### config.mk
export PLATFORM = sky130hd
export DESIGN_NAME = ppd_ctrl
export DESIGN_NICKNAME = d
export VERILOG_FILES = /design/src/rtl/core/ppd_pkg.sv /design/src/rtl/core/ppd_ctrl.sv
export SDC_FILE = /design/constraint.sdc
export NUM_CORES = 1
export LEC_CHECK = 0
export BUFFER_PORTS_ARGS = -buffer_cell sky130_fd_sc_hd__buf_2
export CAP_MARGIN = 0
export CORE_AREA = 2 2 49 51
export DETAILED_ROUTE_END_ITERATION = 8
export DIE_AREA = 0 0 51 53
export SYNTH_ARGS = -nofsm -noshare
export SYNTH_HDL_FRONTEND = slang
export SYNTH_SLANG_ARGS = --single-unit
### constraint.sdc
create_clock -name aclk -period 3.8 [get_ports aclk]
set_input_delay 0.76 -clock aclk [delete_from_list [all_inputs] [get_ports aclk]]
set_output_delay 0.76 -clock aclk [all_outputs]
set_load 0.02 [all_outputs]
### src/rtl/core/ppd_pkg.sv
package ppd_pkg;

    // field and intermediate widths
    localparam int VTX_W  = 32;   // vertex / query coordinate
    localparam int DIFF_W = 33;   // coordinate difference
    localparam int MAG_W  = 32;   // magnitude of a difference
    localparam int PRD_W  = 64;   // one 32x32 partial product
    localparam int LSQ_W  = 65;   // squared edge length, squared vector length
    localparam int DOT_W  = 66;   // signed dot / cross product
    localparam int CR2_W  = 130;  // squared cross product
    localparam int QUO_W  = 65;   // cross^2 / length^2
    localparam int RAD_W  = 66;   // square root radicand
    localparam int ROOT_W = 33;   // square root result
    localparam int DST_W  = 32;   // distance field
    localparam int SW_W   = 31;   // stroke width register

    // configuration register indexes
    localparam logic [1:0] REG_QUERY_X      = 2'd0;
    localparam logic [1:0] REG_QUERY_Y      = 2'd1;
    localparam logic [1:0] REG_STROKE_WIDTH = 2'd2;

    typedef logic [4:0] op_t;

    localparam op_t OP_NOP         = 5'd0;
    localparam op_t OP_LOAD        = 5'd1;
    localparam op_t OP_SETUP_OPEN  = 5'd2;
    localparam op_t OP_SETUP_CLOSE = 5'd3;
    localparam op_t OP_LEN_X       = 5'd4;
    localparam op_t OP_LEN_Y       = 5'd5;
    localparam op_t OP_DOT_X       = 5'd6;
    localparam op_t OP_DOT_Y       = 5'd7;
    localparam op_t OP_CRS_A       = 5'd8;
    localparam op_t OP_CRS_B       = 5'd9;
    localparam op_t OP_W2_X        = 5'd10;
    localparam op_t OP_W2_Y        = 5'd11;
    localparam op_t OP_W3_X        = 5'd12;
    localparam op_t OP_W3_Y        = 5'd13;
    localparam op_t OP_CR2_LO      = 5'd14;
    localparam op_t OP_CR2_MID     = 5'd15;
    localparam op_t OP_CR2_TOP     = 5'd16;
    localparam op_t OP_CR2_HI      = 5'd17;
    localparam op_t OP_DIV         = 5'd18;
    localparam op_t OP_SQRT_W      = 5'd19;
    localparam op_t OP_SQRT_P      = 5'd20;
    localparam op_t OP_LEN_DONE    = 5'd21;
    localparam op_t OP_LEN_SAT     = 5'd22;
    localparam op_t OP_PERP_DONE   = 5'd23;
    localparam op_t OP_UPDATE      = 5'd24;
    localparam op_t OP_EMIT        = 5'd25;

    typedef struct packed {
        logic have_first;  // first vertex of polygon captured
        logic last;        // current vertex closes the polygon
        logic busy;        // divider or root unit running
        logic degen;       // squared edge length at or below epsilon
        logic pre_start;   // projection before edge start
        logic past;        // projection past edge end
        logic sq_ovf;      // squared vector length at or above 2^64
        logic out_free;    // output register can take a word
    } dp_status_t;

endpackage

### src/rtl/core/ppd_ctrl.sv
module ppd_ctrl
    import ppd_pkg::*;
(
    input  logic       aclk,
    input  logic       aresetn,
    input  logic       s_tvalid,
    output logic       s_tready,
    input  dp_status_t status,
    output op_t        op
);

    localparam logic [4:0] S_IDLE  = 5'd0;
    localparam logic [4:0] S_OPEN  = 5'd1;
    localparam logic [4:0] S_CHK   = 5'd2;
    localparam logic [4:0] S_CLOSE = 5'd3;
    localparam logic [4:0] S_LX    = 5'd4;
    localparam logic [4:0] S_LY    = 5'd5;
    localparam logic [4:0] S_DX    = 5'd6;
    localparam logic [4:0] S_DY    = 5'd7;
    localparam logic [4:0] S_CA    = 5'd8;
    localparam logic [4:0] S_CB    = 5'd9;
    localparam logic [4:0] S_CLSW  = 5'd10;
    localparam logic [4:0] S_CLS   = 5'd11;
    localparam logic [4:0] S_W2X   = 5'd12;
    localparam logic [4:0] S_W2Y   = 5'd13;
    localparam logic [4:0] S_W3X   = 5'd14;
    localparam logic [4:0] S_W3Y   = 5'd15;
    localparam logic [4:0] S_SQWW  = 5'd16;
    localparam logic [4:0] S_SQW   = 5'd17;
    localparam logic [4:0] S_SQWR  = 5'd18;
    localparam logic [4:0] S_LEND  = 5'd19;
    localparam logic [4:0] S_C0    = 5'd20;
    localparam logic [4:0] S_C1    = 5'd21;
    localparam logic [4:0] S_C2    = 5'd22;
    localparam logic [4:0] S_C3    = 5'd23;
    localparam logic [4:0] S_DIVW  = 5'd24;
    localparam logic [4:0] S_DIV   = 5'd25;
    localparam logic [4:0] S_DIVR  = 5'd26;
    localparam logic [4:0] S_SQP   = 5'd27;
    localparam logic [4:0] S_SQPR  = 5'd28;
    localparam logic [4:0] S_PERP  = 5'd29;
    localparam logic [4:0] S_UPD   = 5'd30;
    localparam logic [4:0] S_EMIT  = 5'd31;

    logic [4:0] state_reg, state_next;
    logic       closing_reg, closing_next;

    always_comb begin
        state_next   = state_reg;
        closing_next = closing_reg;
        op           = OP_NOP;
        s_tready     = state_reg == S_IDLE;
        unique case (state_reg)
            S_IDLE: begin
                if (s_tvalid) begin
                    op         = OP_LOAD;
                    state_next = status.have_first ? S_OPEN : S_CHK;
                end
            end
            S_OPEN: begin
                op           = OP_SETUP_OPEN;
                closing_next = 1'b0;
                state_next   = S_LX;
            end
            S_CHK:   state_next = status.last ? S_CLOSE : S_IDLE;
            S_CLOSE: begin
                op           = OP_SETUP_CLOSE;
                closing_next = 1'b1;
                state_next   = S_LX;
            end
            S_LX: begin op = OP_LEN_X; state_next = S_LY; end
            S_LY: begin op = OP_LEN_Y; state_next = S_DX; end
            S_DX: begin op = OP_DOT_X; state_next = S_DY; end
            S_DY: begin op = OP_DOT_Y; state_next = S_CA; end
            S_CA: begin op = OP_CRS_A; state_next = S_CB; end
            S_CB: begin op = OP_CRS_B; state_next = S_CLSW; end
            S_CLSW: state_next = S_CLS;
            S_CLS: begin
                if (status.degen || status.pre_start) begin
                    state_next = S_W2X;
                end else if (status.past) begin
                    state_next = S_W3X;
                end else begin
                    state_next = S_C0;
                end
            end
            S_W2X: begin op = OP_W2_X; state_next = S_W2Y; end
            S_W2Y: begin op = OP_W2_Y; state_next = S_SQWW; end
            S_W3X: begin op = OP_W3_X; state_next = S_W3Y; end
            S_W3Y: begin op = OP_W3_Y; state_next = S_SQWW; end
            S_SQWW: state_next = S_SQW;
            S_SQW: begin
                if (status.sq_ovf) begin
                    op         = OP_LEN_SAT;
                    state_next = S_UPD;
                end else begin
                    op         = OP_SQRT_W;
                    state_next = S_SQWR;
                end
            end
            S_SQWR: if (!status.busy) state_next = S_LEND;
            S_LEND: begin op = OP_LEN_DONE; state_next = S_UPD; end
            S_C0: begin op = OP_CR2_LO;  state_next = S_C1; end
            S_C1: begin op = OP_CR2_MID; state_next = S_C2; end
            S_C2: begin op = OP_CR2_TOP; state_next = S_C3; end
            S_C3: begin op = OP_CR2_HI;  state_next = S_DIVW; end
            S_DIVW: state_next = S_DIV;
            S_DIV:  begin op = OP_DIV; state_next = S_DIVR; end
            S_DIVR: if (!status.busy) state_next = S_SQP;
            S_SQP:  begin op = OP_SQRT_P; state_next = S_SQPR; end
            S_SQPR: if (!status.busy) state_next = S_PERP;
            S_PERP: begin op = OP_PERP_DONE; state_next = S_UPD; end
            S_UPD: begin
                op = OP_UPDATE;
                if (closing_reg) begin
                    state_next = S_EMIT;
                end else begin
                    state_next = status.last ? S_CLOSE : S_IDLE;
                end
            end
            S_EMIT: begin
                if (status.out_free) begin
                    op         = OP_EMIT;
                    state_next = S_IDLE;
                end
            end
            default: state_next = S_IDLE;
        endcase
    end

    always_ff @(posedge aclk) begin
        if (!aresetn) begin
            state_reg   <= S_IDLE;
            closing_reg <= 1'b0;
        end else begin
            state_reg   <= state_next;
            closing_reg <= closing_next;
        end
    end

`ifndef SYNTHESIS
    a_ready_units_idle: assert property (@(posedge aclk) disable iff (!aresetn)
        s_tready |-> !status.busy)
        else $error("input ready while an iterative unit runs");
    a_div_starts: assert property (@(posedge aclk) disable iff (!aresetn)
        (op == OP_DIV) |=> status.busy)
        else $error("divider did not start");
    a_sqrt_starts: assert property (@(posedge aclk) disable iff (!aresetn)
        (op == OP_SQRT_W || op == OP_SQRT_P) |=> status.busy)
        else $error("root unit did not start");
    a_emit_free: assert property (@(posedge aclk) disable iff (!aresetn)
        (op == OP_EMIT) |-> status.out_free)
        else $error("result written over a pending word");
`endif

endmodule
After elaboration in Yosys (flattened, before gate mapping)
Index checks and enable logic that the tools add are counted.
- muxes and demuxes: 17
- reduce and logical (&&, ||, !) cells: 7
- equal/unequal tests: 36
- operator list (kind ; count):
    $pmux W5 S29 ; 1
    $pmux W5 S24 ; 1
    $eq A5 B5 Y1 const B ; 16
    $mux W5 ; 9
    $eq A5 B4 Y1 const B ; 8
    $eq A5 B3 Y1 const B ; 4
    $eq A5 B2 Y1 const B ; 2
    $ne A2 B2 Y1 const B ; 5
    $reduce_or A2 Y1 ; 3
    $eq A5 B1 Y1 const B ; 1
    $logic_not A5 Y1 ; 1
    $reduce_and A5 Y1 ; 1
    $mux W2 ; 2
    $mux W4 ; 1
    $mux W3 ; 1
    $pmux W1 S2 ; 1
    $reduce_bool A2 Y1 ; 1
    $logic_or A1 B1 Y1 ; 1
    $mux W1 ; 1
- logic and storage cells: 62
- register bits after elaboration: 6
- input bits: 11
- output and inout port bits: 6

Longest topological paths before layout
- depth after elaboration: 3
- gate-level depth with buffers: 7
- gate-level depth less buffers: 5

Least setup slack after synthesis
Ideal clock, no wire load.
- path kind: input port to output port
- start point: input port status[0] (netlist bit)
- end point: output port op[4]
- required time: 3040 ps
- arrival: 1548 ps
- stages on the path: 4
- path buffers: 0
- path slack: 1492 ps
- cell sequence: nor2_1 -> nand3_1 -> o21ai_1 -> a221oi_1
- cells in the longest elaborated chain, start to end: 2
- RTL lines (what ; line ; text):
    start, declared ; ppd_ctrl.sv:8 ; input dp_status_t status,
    $mux W5 ; ppd_ctrl.sv:122 ; if (status.out_free) begin
    $pmux W5 S24 ; ppd_ctrl.sv:53 ; unique case (state_reg)
    end, declared ; ppd_ctrl.sv:9 ; output op_t op
No other way between the ends.

Worst setup path in the final report
- start point: register state_reg[4]
- end point: output port op[0]
- cells in the longest elaborated chain, start to end: 2
- elaborated cells between the ends (all ways): 25
- those cells by class: eq/ne (23); mux (1); reduce/logical (1)
- RTL lines (what ; line ; text):
    start, declared ; ppd_ctrl.sv:45 ; logic [4:0] state_reg, state_next;
    start signal, assigned ; ppd_ctrl.sv:136 ; state_reg <= state_next;
    $eq A5 B5 Y1 (tied with other cells) ; ppd_ctrl.sv:53 ;
    $pmux W5 S24 * ; ppd_ctrl.sv:53 ;
Every way passes the cells marked *; elsewhere a longest branch is shown, timed or not.

==> summary.txt <==
Min path
  – HP Start: closing_reg
  – Worst min path class: register to register
  – Hold path depth: 2

STA
  – Final setup TNS: 0 ns
  – Skew final: 0.00398 ns
  – RSZ-0062 raised after global routing: no
  – Slew of the pin with the lowest slew margin: 0.707 ns
  – Slew Limit Fails: 0
  – F_max: 381 MHz
  – Fin. Hold Viols: 0
  – Final setup viols: 0
  – Minimum clock period: 2.62 ns
  – Tcrit/Tclk final: 0.690
  – Slew HR: 0.528

Worst setup path
  – Worst path most repeated cell: nor2_1
  – Critical path buffers and inverters: 2
  – Number of cells on the critical path: 6
  – Setup crit start: state_reg[4]
  – Crit path max fanout: 21
  – Worst Setup EP: op[0]
  – Startpoint Class: register
  – R2R depth: 4
  – CP Class: register to output port
  – Slowest-stage cell, CP: dfxtp_1
  – Top delay family on crit path: flip-flops
  – Reg-to-reg endpoint: state_reg[3]
  – Arr. time, crit path: 1.86 ns
  – Critical-path cell list: inv_1 > a21oi_1 > nor2_1 > nor2_1 > o21ai_1 > buf_2
  – Worst Path Required: 3.04 ns
  – Largest stage delay, worst path: 0.77 ns
  – R2R Setup Slk: 1.97 ns
  – R2R Path Start: state_reg[2]
  – Crit. End Element: output port

Detailed routing
  – Total number of vias: 921
  – Vias per inst: 6.06
  – DRC: 0
  – WL/cell: 14.0 um
  – Pre-antenna DRT Iters: 4
  – DR iter-0 viols: 24
  – Routed WL: 2130 um
  – Antenna-violating nets left: 0

Yosys
  – Sequential element share of the synthesized area: 0.144
  – Post-Syn Instances: 116
  – Post-Syn Area: 836 um^2
  – Net count after synthesis: 127
  – Top cells by area, synth: dfxtp_1 14%, a21oi_1 8.4%, buf_6 6.7%
  – Area fraction of the dominant cell type after synthesis: 0.144
  – Synth Register Bits: 6
  – Area leader, netlist: dfxtp_1
  – Synthesis Warnings: 0
  – Syn Area/Cell: 7.21 um^2
  – Post-synth cell types: 41

CTS
  – TritonCTS Buffers: 3
  – Clk_lat worst skew: 0.25 ns
  – H-tree depth: 1
  – CTS tree: done
  – Clk buf depth: 2
  – Clk sinks: 6
  – # hold bufs at CTS: 0
  – Quantity of gates resized following cts: 0
  – Root Buffer: clkbuf_4
  – Post-CTS setup buffer count: 0
  – Worst-path clk slew: 0.04 ns

Global routing
  – All-layer global routing usage: 0.173
  – Largest net degree at the start of global routing: 28
  – Global-route wire length before repair: 3600 um
  – Antenna violations before repair: 0
  – GRT overflow: 0
  – Vias in the first global route: 789

Floorplanning
  – Die width: 51 um
  – Initial Util: 0.389
  – Core Footprint: 2150 um^2
  – Die height: 53 um
  – Die area: 2700 um^2
  – Io pins: 17
  – FP Rows: 17

Finish
  – Final Net Count: 137
  – Area Growth Syn to Fin: 5.69%
  – Number of flip-flops under the largest register name: 5
  – Finished layout cell area: 883 um^2
  – Most frequent cells in the layout: 16 x buf_2, 14 x a21oi_1, 8 x nor2_1, 7 x nand2_1
  – Diode count: 0
  – Commonest non-fill, non-tap cell in the layout: buf_2
  – Share of cells above drive strength 1: 0.250

Flow run
  – Max-Cap Viols: 0

Power and ir drop
  – Leak: 0.000328 uW
  – VDD IR max: 160 uV
  – Power Dens Cells: 309 nW/um^2

Place
  – I/O Buffers: 16
  – Hpwl dp: 1520 um
  – Placed inst area: 861 um^2
  – GPL Wtd Cong: 0.939

Run status
  – Status: completed
## cell families (layout without fill, tap and decap cells)
family / after synthesis / in the layout / share of synthesized area
AO/OA/AOI/OAI: 49 / 49 / 0.403
XOR/XNOR: 1 / 1 / 0.0105
buffers and inverters: 17 / 25 / 0.139
flip-flops: 6 / 6 / 0.144
AND/OR/NAND/NOR: 43 / 43 / 0.304
## stage by stage
stage	worst slack (ns)	util	power, uW	cells	hold WS [ns]
2_1_floorplan	1.49	-	198	116	0.449
3_3_place_gp	1.44	0.401	213	149	0.462
3_5_place_dp	1.44	0.401	214	149	0.472
4_1_cts	1.17	0.411	275	152	0.481
5_1_grt	0.900	0.411	296	152	0.507
6_report	1.18	0.411	273	152	0.479
## cell usage after synthesis, drive strengths merged
cell	count
a21o	1
and2b	1
o32ai	1
dfxtp	6
nor3	4
o21ai	11
o211ai	2
a211oi	2
or2	1
a221oi	2
a32o	1
clkbuf	1
a21oi	14
and3	2
nand2	9
nand3	5
and4	1
o22ai	2
o2111ai	1
o22a	1
inv	5
a311oi	1
a311o	1
o2111a	1
and2	2
nand2b	6
nor4	3
a21boi	1
buf	11
xor2	1
a31oi	5
nor2	8
o41ai	2
and3b	1
## area by class of cell
cell class                      count  area, um^2
Fill cell                         238        1260
Multi-Input combinational cell     93         599
Sequential cell                     6         120
Timing Repair Buffer               17        87.6
Tap cell                           28        35.0
Clock buffer                        3        22.5
Inverter                            5        18.8
## metal layers
layer | routed length (um) | vias to the layer above | track usage
met4 | 0 | 0 | 0.0315
met1 | 918 | 426 | 0.233
met2 | 1070 | 37 | 0.286
met3 | 138 | 0 | 0.0367
li1 | - | 458 | -
met5 | 0 | - | 0
## report_power, final
part           internal (uW)  switching (uW)  total, uW
sequential              68.2            10.9       79.2
clock                   35.8            23.5       59.3
combinational           51.2            83.5        135
## worst min path at each step
| stage | slack [ns] | end |
|---|---|---|
| after floorplan | 0.45 | closing_reg |
| after global placement | 0.46 | closing_reg |
| after detailed placement | 0.47 | closing_reg |
| after CTS | 0.48 | closing_reg |
| after global routing | 0.51 | closing_reg |
| final | 0.48 | closing_reg |
## worst reg2reg max path, stage by stage, from the launching register on
cell	delay, ns
dfxtp_1	0.75
and2b_4	0.30
o2111ai_2	0.26
nand2_2	0.12
o41ai_2	0.31
Power figures use the tool's default switching activity.
